File: config.mk
export PLATFORM = sky130hd
export DESIGN_NAME = rhc_div
export DESIGN_NICKNAME = d
export VERILOG_FILES = /design/src/hw/rtl/rhc_div.sv
export SDC_FILE = /design/constraint.sdc
export NUM_CORES = 1
export LEC_CHECK = 0
export BUFFER_PORTS_ARGS = -buffer_cell sky130_fd_sc_hd__buf_2
export CAP_MARGIN = 20
export CORE_MARGIN = 1
export CORE_UTILIZATION = 55
export CTS_CLUSTER_SIZE = 16
export DETAILED_ROUTE_END_ITERATION = 6
export GPL_ROUTABILITY_DRIVEN = 0
export GPL_TIMING_DRIVEN = 0
export PLACE_DENSITY = 0.8
export SYNTH_ARGS = -nofsm -noshare
export SYNTH_HDL_FRONTEND = slang
export SYNTH_SLANG_ARGS = --single-unit
File: constraint.sdc
create_clock -name i_clk -period 4 [get_ports i_clk]
set_clock_uncertainty 0.2 [all_clocks]
set_input_delay 0.8 -clock i_clk [delete_from_list [all_inputs] [get_ports i_clk]]
set_output_delay 0.8 -clock i_clk [all_outputs]
set_load 0.03 [all_outputs]
File: src/hw/rtl/rhc_div.sv
// Restoring divider, one quotient bit per stage.
// Quotient must fit Q_W bits (num < den << Q_W).
module rhc_div #(
    parameter int NUM_W = 32,
    parameter int DEN_W = 17,
    parameter int Q_W   = 16
) (
    input  logic             i_clk,
    input  logic             i_en,
    input  logic [NUM_W-1:0] i_num,
    input  logic [DEN_W-1:0] i_den,
    output logic [Q_W-1:0]   o_quo
);

    localparam int W = (NUM_W > DEN_W + Q_W) ? NUM_W : DEN_W + Q_W;

    logic [W-1:0]     r_rem [Q_W];
    logic [DEN_W-1:0] r_den [Q_W];
    logic [Q_W-1:0]   r_quo [Q_W];

    for (genvar k = 0; k < Q_W; k++) begin : g_step
        localparam int B = Q_W - 1 - k;
        logic [W-1:0]     w_rem_in;
        logic [W-1:0]     w_sh;
        logic [DEN_W-1:0] w_den_in;
        logic [Q_W-1:0]   w_quo_in;
        logic [W-1:0]     n_rem;
        logic [Q_W-1:0]   n_quo;

        if (k == 0) begin : g_first
            assign w_rem_in = W'(i_num);
            assign w_den_in = i_den;
            assign w_quo_in = '0;
        end else begin : g_next
            assign w_rem_in = r_rem[k-1];
            assign w_den_in = r_den[k-1];
            assign w_quo_in = r_quo[k-1];
        end

        always_comb begin
            w_sh  = W'(w_den_in) << B;
            n_rem = w_rem_in;
            n_quo = w_quo_in;
            if (w_rem_in >= w_sh) begin
                n_rem    = w_rem_in - w_sh;
                n_quo[B] = 1'b1;
            end
        end

        always_ff @(posedge i_clk) begin
            if (i_en) begin
                r_rem[k] <= n_rem;
                r_den[k] <= w_den_in;
                r_quo[k] <= n_quo;
            end
        end
    end

    assign o_quo = r_quo[Q_W-1];

endmodule

==> impl_metrics.toml <==
[global_routing]
grt_overflow_total = 0
grt_pass1_wl_um = 155000
antenna_found_initial = 1
grt_pass1_vias = 30700
globalRouteTotalUtil = 0.229
grt_max_degree = 140

[die]
fp-row-count = 105
die_x_um = 291
ioPinCount = 67
dieArea_mm2 = 0.0849
coreArea_mm2 = 0.0825
die_h_um = 291
start_util = 0.558

[drt]
ant_nets = 0
post_drt_wl_per_cell_um = 18.9
routed_wl_um = 97800
num_vias = 30500
drt-met1-wl_um = 34600
wl_met3_um = 4000
drt_iter0_markers = 2231
first_pass_iters = 6
viasPerCell = 5.91
drc = 0
wl_met2_um = 52800
top_layer_used = "met4"

[synth]
synthArstFlopShare = 0
ys_types = 90
ys_seq_area_frac = 0.577
synth-edff-count = 886
synth_top_area_share = 0.577
synth_nets = 4199
synth_ff_type = "edfxtp_1"
synth_area_leaders = "edfxtp_1 58%, ha_1 7.4%, xnor2_1 2.9%, xor2_1 2.9%, inv_1 2.8%"
syn_inst = 3861
yosys.area.top_type = "edfxtp_1"
ys_top_cells_by_count = "886 x edfxtp_1, 344 x inv_1, 272 x ha_1"
syn-cell-area_mm2 = 0.0461
syn_area_per_cell_um2 = 11.9
ys_ff_latch = 886
yosysWarnings = 0
yosysMostFrequentCell = "edfxtp_1"

[timing]
post-route-period-util = 0.974
clock.fmax_mhz = 257
grt_setup_unrepaired = "no"
slew_viol_final = 0
finalSetupViolations = 0
final.min_clock_period_ps = 3900
worst_pin_slew_ps = 943
slew-limit-headroom = 0.363
finalHoldViolCount = 0

[setup_path]
worst-path-buf-inv = 2
crit_slowest_cell = "o41ai_4"
crit_fanout = 10
crit_path_end_kind = "flop"
path_common_cell = "buf_2"
cp-start-kind = "flop"
worst-setup-path-type = "reg -> reg"
path_cells = "ha_1 -> and4_1 -> nand3_1 -> a211oi_2 -> o21ai_1 -> o41ai_4 -> buf_2 -> buf_2 -> a21oi_1"
cpPeakStageDelay_ps = 690
required_ps = 4170
cp.arrival_ps = 4070
cp_top_family = "compound AO/OA/AOI/OAI gates"

[cells_and_area]
area_growth_pct = 10.6
drive_gt1_frac = 0.0882
post-route-util = 0.618
fin_nets = 4361

[cts]
cts_buffers = 87
root_buffer = "clkbuf_16"
clk_pin_slew_ps = 60
cts_tree = "built"
clock_path_buffers = 3
worstSkewPairLatency_ps = 650
htree_levels = 3
cts.sinks = 886

[flow_run]
max_cap_viol_count = 0

[placed_design]
hpwl_um = 71200
port_buffers = 66

[power]
total_power_mw = 33.7
p_leak_nw = 19.5
peakVddDrop_uv = 422
power.density_mw_per_mm2 = 662

[status]
status = "complete, no violations"

[worst_hold_path]
hold_class = "in -> reg"
[flip-flops by register name, indices dropped and copies added (netlist names)]
signal,count
r_rem,495
r_den,255
r_quo,136
[path summary, 6_finish.rpt]
path / from / endpoint / slack (ps) / cells past startpoint
max: r_rem[1][112]$_DFFE_PP_ / r_rem[1][151]$_DFFE_PP_ / 100 / 9
max reg2reg: r_rem[1][112]$_DFFE_PP_ / r_rem[1][151]$_DFFE_PP_ / 100 / 9
min: i_num[1] / r_rem[0][1]$_DFFE_PP_ / 140 / 1
min reg2reg: r_quo[1][29]$_DFFE_PP_ / r_quo[1][45]$_DFFE_PP_ / 210 / 0
[routing by layer]
metal / up-vias / track usage
met5: - / 0
met4: 0 / 0.141
met3: 329 / 0.0311
met2: 987 / 0.440
met1: 14600 / 0.231
li1: 14600 / -
[where the power goes]
part | total, mW | leakage, nW | switching, mW | internal (mW)
registers | 14.1 | 8.54 | 1.24 | 12.8
clock network | 8.29 | 1.41 | 3.51 | 4.78
logic | 11.4 | 9.59 | 6.53 | 4.85
[final cells by class]
cell class / count / area [um2]
Antenna cell: 2 / 5.00
Buffer: 77 / 339
Clock buffer: 98 / 2240
Clock inverter: 62 / 671
Fill cell: 6050 / 31500
Inverter: 345 / 1290
Multi-Input combinational cell: 2551 / 17900
Sequential cell: 886 / 26600
Tap cell: 1070 / 1340
Timing Repair Buffer: 75 / 548
[cell usage in the layout (no fill, tap or decap), drive strengths merged, types with 13 or more instances in the layout]
| cell | instances |
|---|---|
| a2111oi | 16 |
| a211oi | 32 |
| a21o | 100 |
| a21oi | 252 |
| a31oi | 24 |
| and3 | 22 |
| buf | 103 |
| clkbuf | 147 |
| clkinv | 39 |
| edfxtp | 886 |
| fa | 15 |
| ha | 272 |
| inv | 350 |
| mux2 | 53 |
| nand2 | 270 |
| nand2b | 47 |
| nand3 | 73 |
| nand3b | 15 |
| nand4 | 39 |
| nand4b | 15 |
| nor2 | 241 |
| nor2b | 39 |
| nor3 | 73 |
| nor4 | 62 |
| nor4b | 14 |
| o211ai | 17 |
| o21a | 51 |
| o21ai | 240 |
| o21bai | 21 |
| o31a | 14 |
| o31ai | 22 |
| or2 | 21 |
| or3 | 28 |
| or4 | 13 |
| xnor2 | 154 |
| xor2 | 152 |
[cells by family (layout without fill, tap and decap cells)]
logic type,count (synthesis),in the layout,synth area share
simple gates,1008,1008,0.111
compound gates,890,890,0.123
flops,886,886,0.577
buf+inv,424,657,0.0354
xor+xnor,306,306,0.0582
fa+ha+maj,287,287,0.0804
mux,60,60,0.0145
other cells,0,2,0
[what timing repair did]
action                     4_1_cts  5_1_grt
setup endpoints to repair       62      135
hold buffers                     0        0
pin swaps                        1        1
buffers inserted                 2        0
resized for setup                5       24
[through the flow]
stage / hold slack, ps / setup TNS, ps / setup WS (ps) / instance area [um2] / instances
floorplan: 200 / 0 / 492 / 46100 / 3861
global placement: 200 / -9661860 / -11070 / 47700 / 4997
detailed placement: 205 / -13210 / -546 / 47900 / 5004
CTS: 116 / 0 / 29.0 / 50900 / 5165
global route: 123 / 0 / 5.70 / 51000 / 5164
finish: 142 / 0 / 103 / 51000 / 5166
Note: power is estimated with default switching activity, not from simulation.
