===== config.mk =====
export PLATFORM = sky130hd
export DESIGN_NAME = rhc_inv
export DESIGN_NICKNAME = d
export VERILOG_FILES = /design/src/hw/rtl/rhc_pkg.sv /design/src/hw/rtl/rhc_inv.sv
export SDC_FILE = /design/constraint.sdc
export NUM_CORES = 2
export LEC_CHECK = 0
export BUFFER_PORTS_ARGS = -buffer_cell sky130_fd_sc_hd__buf_2
export CAP_MARGIN = 5
export CELL_PAD_IN_SITES_DETAIL_PLACEMENT = 0
export CELL_PAD_IN_SITES_GLOBAL_PLACEMENT = 2
export CORE_MARGIN = 2
export CORE_UTILIZATION = 45
export CTS_CLUSTER_DIAMETER = 30
export DETAILED_ROUTE_END_ITERATION = 12
export GPL_TIMING_DRIVEN = 0
export PLACE_DENSITY_LB_ADDON = 0.1
export REMOVE_ABC_BUFFERS = 1
export SYNTH_ARGS = -nofsm -noshare
export SYNTH_HDL_FRONTEND = slang
export SYNTH_SLANG_ARGS = --single-unit

===== constraint.sdc =====
create_clock -name i_clk -period 9.5 [get_ports i_clk]
set_input_delay 1.425 -clock i_clk [delete_from_list [all_inputs] [get_ports i_clk]]
set_output_delay 1.425 -clock i_clk [all_outputs]
set_load 0.02 [all_outputs]

===== src/hw/rtl/rhc_pkg.sv =====
package rhc_pkg;

    localparam int CH_BITS   = 16;
    localparam int HUE_W     = 15;
    localparam int SCALE_W   = 16;
    localparam int CFG_W     = 16;
    localparam int CFG_IDX_W = 2;
    localparam int RAMP_W    = 12;

    localparam logic [CH_BITS-1:0] CH_MAX = '1;

    localparam logic [HUE_W-1:0] HUE_FULL       = 15'd23040;
    localparam logic [HUE_W-1:0] HUE_SIXTH      = 15'd3840;
    localparam logic [HUE_W-1:0] HUE_THIRD      = 15'd7680;
    localparam logic [HUE_W-1:0] HUE_HALF       = 15'd11520;
    localparam logic [HUE_W-1:0] HUE_TWO_THIRDS = 15'd15360;

    localparam logic [1:0] MODE_RGB2HSL = 2'd0;
    localparam logic [1:0] MODE_HSL2RGB = 2'd1;
    localparam logic [1:0] MODE_SCALE   = 2'd2;

    localparam logic [CFG_IDX_W-1:0] CFG_MODE        = 2'd0;
    localparam logic [CFG_IDX_W-1:0] CFG_LIGHT_SCALE = 2'd1;

    localparam logic [SCALE_W-1:0] LIGHT_SCALE_RESET = 16'd256;

    // divider quotient width covers both saturation and hue offset
    localparam int DIV_QW  = (CH_BITS > HUE_W) ? CH_BITS : HUE_W;
    localparam int INV_LAT = 9;

    typedef enum logic [1:0] {
        RAMP_RISE,
        RAMP_HIGH,
        RAMP_FALL,
        RAMP_LOW
    } t_ramp;

    typedef struct packed {
        logic [CH_BITS-1:0] red;
        logic [CH_BITS-1:0] green;
        logic [CH_BITS-1:0] blue;
        logic [HUE_W-1:0]   hue;
        logic [CH_BITS-1:0] sat;
        logic [CH_BITS-1:0] light;
        logic [CH_BITS-1:0] alpha;
    } t_pix;

endpackage


===== src/hw/rtl/rhc_inv.sv =====
// HSL to RGB, nine register stages.
module rhc_inv
    import rhc_pkg::*;
(
    input  logic               i_clk,
    input  logic               i_en,
    input  logic [HUE_W-1:0]   i_hue,
    input  logic [CH_BITS-1:0] i_sat,
    input  logic [CH_BITS-1:0] i_light,
    output logic [CH_BITS-1:0] o_red,
    output logic [CH_BITS-1:0] o_green,
    output logic [CH_BITS-1:0] o_blue
);

    localparam int P_W  = 2 * CH_BITS;
    localparam int X_W  = 2 * CH_BITS + 1;
    localparam int QE_W = CH_BITS + 2;
    localparam int QM_W = X_W + 2;
    localparam int V_W  = CH_BITS + 3;
    localparam int M_W  = CH_BITS + 1;
    localparam int PR_W = M_W + RAMP_W;
    localparam int Y_W  = PR_W + 1;
    localparam int Z_W  = Y_W - 8;
    localparam logic [Z_W-1:0] R15 = Z_W'((64'd1 << Z_W) / 64'd15);

    typedef struct packed {
        logic signed [V_W-1:0] v1;
        logic signed [V_W-1:0] v2;
        logic                  neg;
        t_ramp [2:0]           region;
        logic                  zero;
        logic [CH_BITS-1:0]    light;
    } t_ctl;

    // stage 1
    logic [P_W-1:0]     r1_p;
    logic [HUE_W-1:0]   r1_h;
    logic [CH_BITS-1:0] r1_s, r1_l;
    logic               r1_lo, r1_zero;
    // stage 2
    logic [X_W-1:0]     r2_x;
    logic [QE_W-1:0]    r2_qe;
    logic [HUE_W-1:0]   r2_h;
    logic [CH_BITS-1:0] r2_s, r2_l;
    logic               r2_lo, r2_zero;
    // stage 3
    logic [CH_BITS-1:0] r3_ls;
    logic [HUE_W-1:0]   r3_h;
    logic [CH_BITS-1:0] r3_s, r3_l;
    logic               r3_lo, r3_zero;
    // stage 4
    logic signed [V_W-1:0] r4_v1, r4_v2;
    logic [HUE_W-1:0]      r4_t [3];
    logic                  r4_zero;
    logic [CH_BITS-1:0]    r4_l;
    // stages 5 to 8
    logic [M_W-1:0]    r5_mag;
    logic [RAMP_W-1:0] r5_x [3];
    t_ctl              r5_ctl, r6_ctl, r7_ctl, r8_ctl;
    logic [PR_W-1:0]   r6_prod [3];
    logic [Z_W-1:0]    r7_z [3];
    logic [Z_W-1:0]    r7_qe [3];
    logic [Z_W-1:0]    r8_q [3];
    // stage 9
    logic [CH_BITS-1:0] r9_ch [3];

    // stage 1: l * s
    always_ff @(posedge i_clk) begin
        if (i_en) begin
            r1_p    <= P_W'(i_light) * P_W'(i_sat);
            r1_h    <= i_hue;
            r1_s    <= i_sat;
            r1_l    <= i_light;
            r1_lo   <= {i_light, 1'b0} < {1'b0, CH_MAX};
            r1_zero <= (i_sat == '0);
        end
    end

    // stage 2: estimate of rounded p / M, within one
    logic [X_W-1:0] w_x;
    logic [X_W:0]   w_xs;
    always_comb begin
        w_x  = X_W'(r1_p) + X_W'(CH_MAX >> 1);
        w_xs = {1'b0, w_x} + (X_W+1)'(w_x >> CH_BITS) + (X_W+1)'(1);
    end

    always_ff @(posedge i_clk) begin
        if (i_en) begin
            r2_x    <= w_x;
            r2_qe   <= w_xs[X_W:CH_BITS];
            r2_h    <= r1_h;
            r2_s    <= r1_s;
            r2_l    <= r1_l;
            r2_lo   <= r1_lo;
            r2_zero <= r1_zero;
        end
    end

    // stage 3: correct the estimate
    logic [QM_W-1:0]        w_qm;
    logic signed [QM_W:0]   w_rem;
    logic [QE_W-1:0]        w_ls;
    always_comb begin
        w_qm  = QM_W'(r2_qe) * QM_W'(CH_MAX);
        w_rem = $signed({1'b0, QM_W'(r2_x)}) - $signed({1'b0, w_qm});
        if (w_rem < 0)
            w_ls = r2_qe - QE_W'(1);
        else if (w_rem >= $signed((QM_W+1)'(CH_MAX)))
            w_ls = r2_qe + QE_W'(1);
        else
            w_ls = r2_qe;
    end

    always_ff @(posedge i_clk) begin
        if (i_en) begin
            r3_ls   <= w_ls[CH_BITS-1:0];
            r3_h    <= r2_h;
            r3_s    <= r2_s;
            r3_l    <= r2_l;
            r3_lo   <= r2_lo;
            r3_zero <= r2_zero;
        end
    end

    // stage 4: v1, v2 and per-channel hue positions
    logic signed [V_W-1:0] w_v1, w_v2, w_l, w_s, w_ls_s;
    logic [HUE_W:0]        w_tr;
    logic [HUE_W-1:0]      w_tb;
    always_comb begin
        w_l    = $signed(V_W'(r3_l));
        w_s    = $signed(V_W'(r3_s));
        w_ls_s = $signed(V_W'(r3_ls));
        w_v2   = r3_lo ? (w_l + w_ls_s) : (w_l + w_s - w_ls_s);
        w_v1   = (w_l <<< 1) - w_v2;
        w_tr   = {1'b0, r3_h} + {1'b0, HUE_THIRD};
        if (w_tr >= {1'b0, HUE_FULL}) w_tr = w_tr - {1'b0, HUE_FULL};
        w_tb   = (r3_h >= HUE_THIRD) ? (r3_h - HUE_THIRD) : (r3_h + HUE_TWO_THIRDS);
    end

    always_ff @(posedge i_clk) begin
        if (i_en) begin
            r4_v1   <= w_v1;
            r4_v2   <= w_v2;
            r4_t[0] <= w_tr[HUE_W-1:0];
            r4_t[1] <= r3_h;
            r4_t[2] <= w_tb;
            r4_zero <= r3_zero;
            r4_l    <= r3_l;
        end
    end

    // stage 5: ramp segment per channel
    logic signed [V_W:0] w_diff;
    logic [V_W:0]        w_dmag;
    t_ramp               w_reg [3];
    logic [RAMP_W-1:0]   w_rx [3];
    logic [HUE_W-1:0]    w_fall [3];
    always_comb begin
        w_diff = $signed({r4_v2[V_W-1], r4_v2}) - $signed({r4_v1[V_W-1], r4_v1});
        w_dmag = (w_diff < 0) ? $unsigned(-w_diff) : $unsigned(w_diff);
        for (int k = 0; k < 3; k++) begin
            w_fall[k] = HUE_TWO_THIRDS - r4_t[k];
            if (r4_t[k] < HUE_SIXTH) begin
                w_reg[k] = RAMP_RISE;
                w_rx[k]  = r4_t[k][RAMP_W-1:0];
            end else if (r4_t[k] < HUE_HALF) begin
                w_reg[k] = RAMP_HIGH;
                w_rx[k]  = '0;
            end else if (r4_t[k] < HUE_TWO_THIRDS) begin
                w_reg[k] = RAMP_FALL;
                w_rx[k]  = w_fall[k][RAMP_W-1:0];
            end else begin
                w_reg[k] = RAMP_LOW;
                w_rx[k]  = '0;
            end
        end
    end

    always_ff @(posedge i_clk) begin
        if (i_en) begin
            r5_mag           <= w_dmag[M_W-1:0];
            r5_ctl.v1        <= r4_v1;
            r5_ctl.v2        <= r4_v2;
            r5_ctl.neg       <= (w_diff < 0);
            r5_ctl.zero      <= r4_zero;
            r5_ctl.light     <= r4_l;
            for (int k = 0; k < 3; k++) begin
                r5_x[k]          <= w_rx[k];
                r5_ctl.region[k] <= w_reg[k];
            end
        end
    end

    // stage 6: |v2 - v1| * x
    always_ff @(posedge i_clk) begin
        if (i_en) begin
            for (int k = 0; k < 3; k++)
                r6_prod[k] <= PR_W'(r5_mag) * PR_W'(r5_x[k]);
            r6_ctl <= r5_ctl;
        end
    end

    // stage 7: rounded /3840 = /256 then /15 by reciprocal
    logic [Y_W-1:0]   w_y [3];
    logic [2*Z_W-1:0] w_rp [3];
    always_comb begin
        for (int k = 0; k < 3; k++) begin
            w_y[k]  = Y_W'(r6_prod[k]) + Y_W'(HUE_SIXTH >> 1);
            w_rp[k] = (2*Z_W)'(w_y[k][Y_W-1:8]) * (2*Z_W)'(R15);
        end
    end

    always_ff @(posedge i_clk) begin
        if (i_en) begin
            for (int k = 0; k < 3; k++) begin
                r7_z[k]  <= w_y[k][Y_W-1:8];
                r7_qe[k] <= w_rp[k][2*Z_W-1:Z_W];
            end
            r7_ctl <= r6_ctl;
        end
    end

    // stage 8: estimate is at most one short
    logic [Z_W+3:0] w_r15 [3];
    always_comb begin
        for (int k = 0; k < 3; k++)
            w_r15[k] = (Z_W+4)'(r7_z[k]) - (Z_W+4)'(r7_qe[k]) * (Z_W+4)'(15);
    end

    always_ff @(posedge i_clk) begin
        if (i_en) begin
            for (int k = 0; k < 3; k++)
                r8_q[k] <= (w_r15[k] >= (Z_W+4)'(15)) ? r7_qe[k] + Z_W'(1) : r7_qe[k];
            r8_ctl <= r7_ctl;
        end
    end

    // stage 9: channel value and clamp
    logic signed [V_W:0] w_val [3];
    logic signed [V_W:0] w_q [3];
    logic [CH_BITS-1:0]  w_ch [3];
    always_comb begin
        for (int k = 0; k < 3; k++) begin
            w_q[k] = $signed((V_W+1)'(r8_q[k]));
            case (r8_ctl.region[k])
                RAMP_RISE, RAMP_FALL:
                    w_val[k] = r8_ctl.neg ? ($signed({r8_ctl.v1[V_W-1], r8_ctl.v1}) - w_q[k])
                                          : ($signed({r8_ctl.v1[V_W-1], r8_ctl.v1}) + w_q[k]);
                RAMP_HIGH: w_val[k] = $signed({r8_ctl.v2[V_W-1], r8_ctl.v2});
                default:   w_val[k] = $signed({r8_ctl.v1[V_W-1], r8_ctl.v1});
            endcase
            if (r8_ctl.zero)
                w_ch[k] = r8_ctl.light;
            else if (w_val[k] < 0)
                w_ch[k] = '0;
            else if (w_val[k] > $signed((V_W+1)'(CH_MAX)))
                w_ch[k] = CH_MAX;
            else
                w_ch[k] = w_val[k][CH_BITS-1:0];
        end
    end

    always_ff @(posedge i_clk) begin
        if (i_en) begin
            for (int k = 0; k < 3; k++) r9_ch[k] <= w_ch[k];
        end
    end

    assign o_red   = r9_ch[0];
    assign o_green = r9_ch[1];
    assign o_blue  = r9_ch[2];

endmodule


==> metrics.md <==
| Metric | Value |
|---|---|
| Minimum clock period | 8.925 ns |
| Syn Area/Cell | 10.60 um^2 |
| Worst Hold Class | reg2reg |
| WHS Path Cells | 0 |
| Reg area | 27480 um^2 |
| Tot GR Track Use | 22.55% |
| Area after DPL | 96510 um^2 |
| # setup viols final | 0 |
| CTS tree | built |
| Buffer depth of the longest clock path | 3 |
| Pins Over Slew Limit | 0 |
| Post-synth EDFFs | 915 |
| Fill cell count | 18.62k |
| Clock Sinks | 915 |
| Final WS setup | 0.5749 ns |
| Multi-input gate area | 58490 um^2 |
| Die extent in y | 457.0 um |
| Hold Vio Cnt, Final | 0 |
| Worst clock skew | 0.09425 ns |
| Number of DRC violations after detailed-routing iteration 0 | 3783 |
| Netlist Area Pre-Place | 92340 um^2 |
| Core area | 204400 um^2 |
| Most used flip-flop cell after synthesis | edfxtp_1 |
| M2 GR Usage | 36.21% |
| MaxCap Viol Count | 0 |
| Yosys cell types | 94 |
| Final period utilization | 93.95% |
| CP Launch Type | register |
| Met3 Usage GRT | 2.896% |
| Chip width | 457.0 um |
| Register area share after synthesis | 29.76% |
| GPL Wtd Cong | 0.8802 |
| H-tree depth | 4 |
| Final instance area | 103700 um^2 |
| Worst r2r dst | r3_ls[7]$_DFFE_PP_ |
| Nets@finish | 11.04k |
| Worst EP required | 10.04 ns |
| Clock slew at reported path FFs | 0.05 ns |
| Status | completed |
| Pin count of the biggest net entering global routing | 130 |
| Worst Max-Slew Pin Slew | 1.301 ns |
| WP data arrival | 9.47 ns |
| Overflow after GRT | 0 |
| Slack of the worst reg-to-reg path | 0.57 ns |
| Hold Crit Start | r1_l[15]$_DFFE_PP_ |
| Register bit total from synthesis | 915 |
| Critical path capture point type | register |
| Yosys Warn Count | 0 |
| M1 GR Usage | 32.14% |
| Place WS | 0.2432 ns |
| Clock Root Buffer | clkbuf_16 |
| # DRC | 0 |
| Rows | 166 |
| Number of global-route vias before repair | 63.76k |
| Launching point of the worst reg2reg path | r2_qe[2]$_DFFE_PP_ |
| Worst-skew pair later-pin latency | 0.86 ns |
| Mapped Cells | 8711 |
| Layout area overhead | 12.28% |
| Pre-Repair DR Iteration Count | 8 |
| Die Footprint | 208800 um^2 |
| Max FO, Critical Path | 17 |
| Cells on worst reg2reg path | 23 |
| Via count of the routed design | 61.32k |
| Vias per cell | 5.233 |
| Starting Density | 45.18% |
| Hpwl dp | 186.9 mm |
| First-pass GRT wire length | 365.6 mm |
| Slew headroom | 13.11% |
| RSZ-0062 raised after global routing | no |
| Worst hold endpoint | r2_l[15]$_DFFE_PP_ |
| Cts hold-fix bufs | 0 |
| Initial antenna violation count | 10 |
| Routed wire length | 232.2 mm |
| IO buf count | 96 |
| WHS | 0.3580 ns |
| Ys async rst share | 0% |
| Routed Antenna Nets | 0 |
| Peak Freq | 112.0 MHz |
| IO Pins | 97 |
| CTS Buf Count | 197 |
| WS Path Type | reg2reg |
| Grt peak-use layer | met2 |
| Layout cell share with drive strength beyond 1 | 6.062% |
| Routed WL per cell | 19.81 um |
## cells in the final DEF, fill, tap and decap left out, types with 97 or more instances in the layout
cell type	synthesis	layout
and2_1	297	297
edfxtp_1	915	915
nor3_1	148	148
inv_1	1482	1482
a21o_1	107	107
a21oi_1	266	266
nor2_1	410	410
nand2_1	836	836
o21ai_0	232	232
xnor2_1	362	362
fa_1	1078	1078
clkbuf_16	0	197
nand3_1	115	115
xor2_1	156	156
ha_1	1064	1064
buf_2	12	97
## metrics by stage
stage	setup TNS (ns)	util, %	instances
detailed placement	0	47.22	11336
finish	0	50.73	11717
floorplan	0	-	8506
global route	0	50.73	11713
CTS	0	50.70	11705
global placement	-6511.27	46.66	11290
## how the worst max path moves through the flow
stage | from | endpoint | depth (start not counted)
3_5_place_dp | r2_qe[0]$_DFFE_PP_ | r3_ls[7]$_DFFE_PP_ | 23
2_1_floorplan | r2_qe[8]$_DFFE_PP_ | r3_ls[7]$_DFFE_PP_ | 23
6_report | r2_qe[2]$_DFFE_PP_ | r3_ls[7]$_DFFE_PP_ | 23
4_1_cts | r2_qe[0]$_DFFE_PP_ | r3_ls[7]$_DFFE_PP_ | 23
3_3_place_gp | i_en | r9_ch[0][11]$_DFFE_PP_ | 1
5_1_grt | r2_qe[2]$_DFFE_PP_ | r3_ls[7]$_DFFE_PP_ | 23
## sequential cells by signal (all words and copies together), names as in the netlist, 27 cells and up
signal	count
r8_ctl	60
r1_p	32
r2_x	33
r8_q	60
r9_ch	48
r7_z	66
r5_x	36
r7_ctl	60
r6_prod	66
r5_ctl	60
r6_ctl	60
r7_qe	57
r4_t	27
## layout make-up
cell class	instances	area share (%)
Antenna cell	6	0.01448
Timing Repair Buffer	148	1.597
Tap cell	2688	3.244
Clock inverter	155	2.047
Multi-Input combinational cell	6108	56.41
Sequential cell	915	26.50
Inverter	1483	5.369
Clock buffer	214	4.816
## cell families after synthesis
logic type / synth area share, %
AND/OR/NAND/NOR: 11.50
adder cells (fa/ha/maj): 37.79
buffers and inverters: 6.985
AO/OA/AOI/OAI: 8.149
flip-flops: 29.76
XOR/XNOR: 4.913
multiplexers: 0.8970
other: 0.008133
## per-layer routing
layer  vias up  share of wire [%]
li1      29258                  -
met1     30622                 48
met2      1140                 46
met3       295                4.0
met4         0                2.4
met5         -                  0
## worst max-delay path: stages, from the launching register on
cell,delay [ns]
edfxtp_1,0.65
inv_1,0.35
fa_1,0.58
inv_1,0.11
fa_1,0.59
xor2_1,0.26
ha_1,0.32
fa_1,0.52
fa_1,0.56
inv_1,0.06
fa_1,0.54
inv_1,0.05
ha_1,0.40
a21oi_1,0.26
o21ai_0,0.12
a21oi_1,0.55
o211ai_2,0.23
a31oi_1,0.26
and4b_1,0.24
mux2i_1,0.14
or4_1,0.51
or4_1,0.78
a41o_1,0.38
xnor2_1,0.13
## Yosys cell counts (all sizes together), types with 64 or more instances
master	n	area [um^2]
a21oi	268	1349
edfxtp	915	27480
xnor2	362	3171
o21a	70	525.5
xor2	156	1366
nor2	410	1539
a211oi	64	480.5
nand2	836	3138
nor2b	82	513.0
fa	1078	21580
o21ai	235	1176
and2	298	1864
and3	71	444.2
nor3	148	740.7
a21o	107	803.3
clkbuf	202	759.5
ha	1064	13310
mux2i	67	670.6
nand3	115	575.6
inv	1482	5563
## what timing repair did
| action | in CTS | in global routing |
|---|---|---|
| endpoints found under the setup margin | 0 | 16 |
| gates resized for setup | 0 | 0 |
| setup buffers | 0 | 4 |
Power is not shown: default switching activity piles up to over one toggle a cycle in this logic, so the estimate is an artifact.
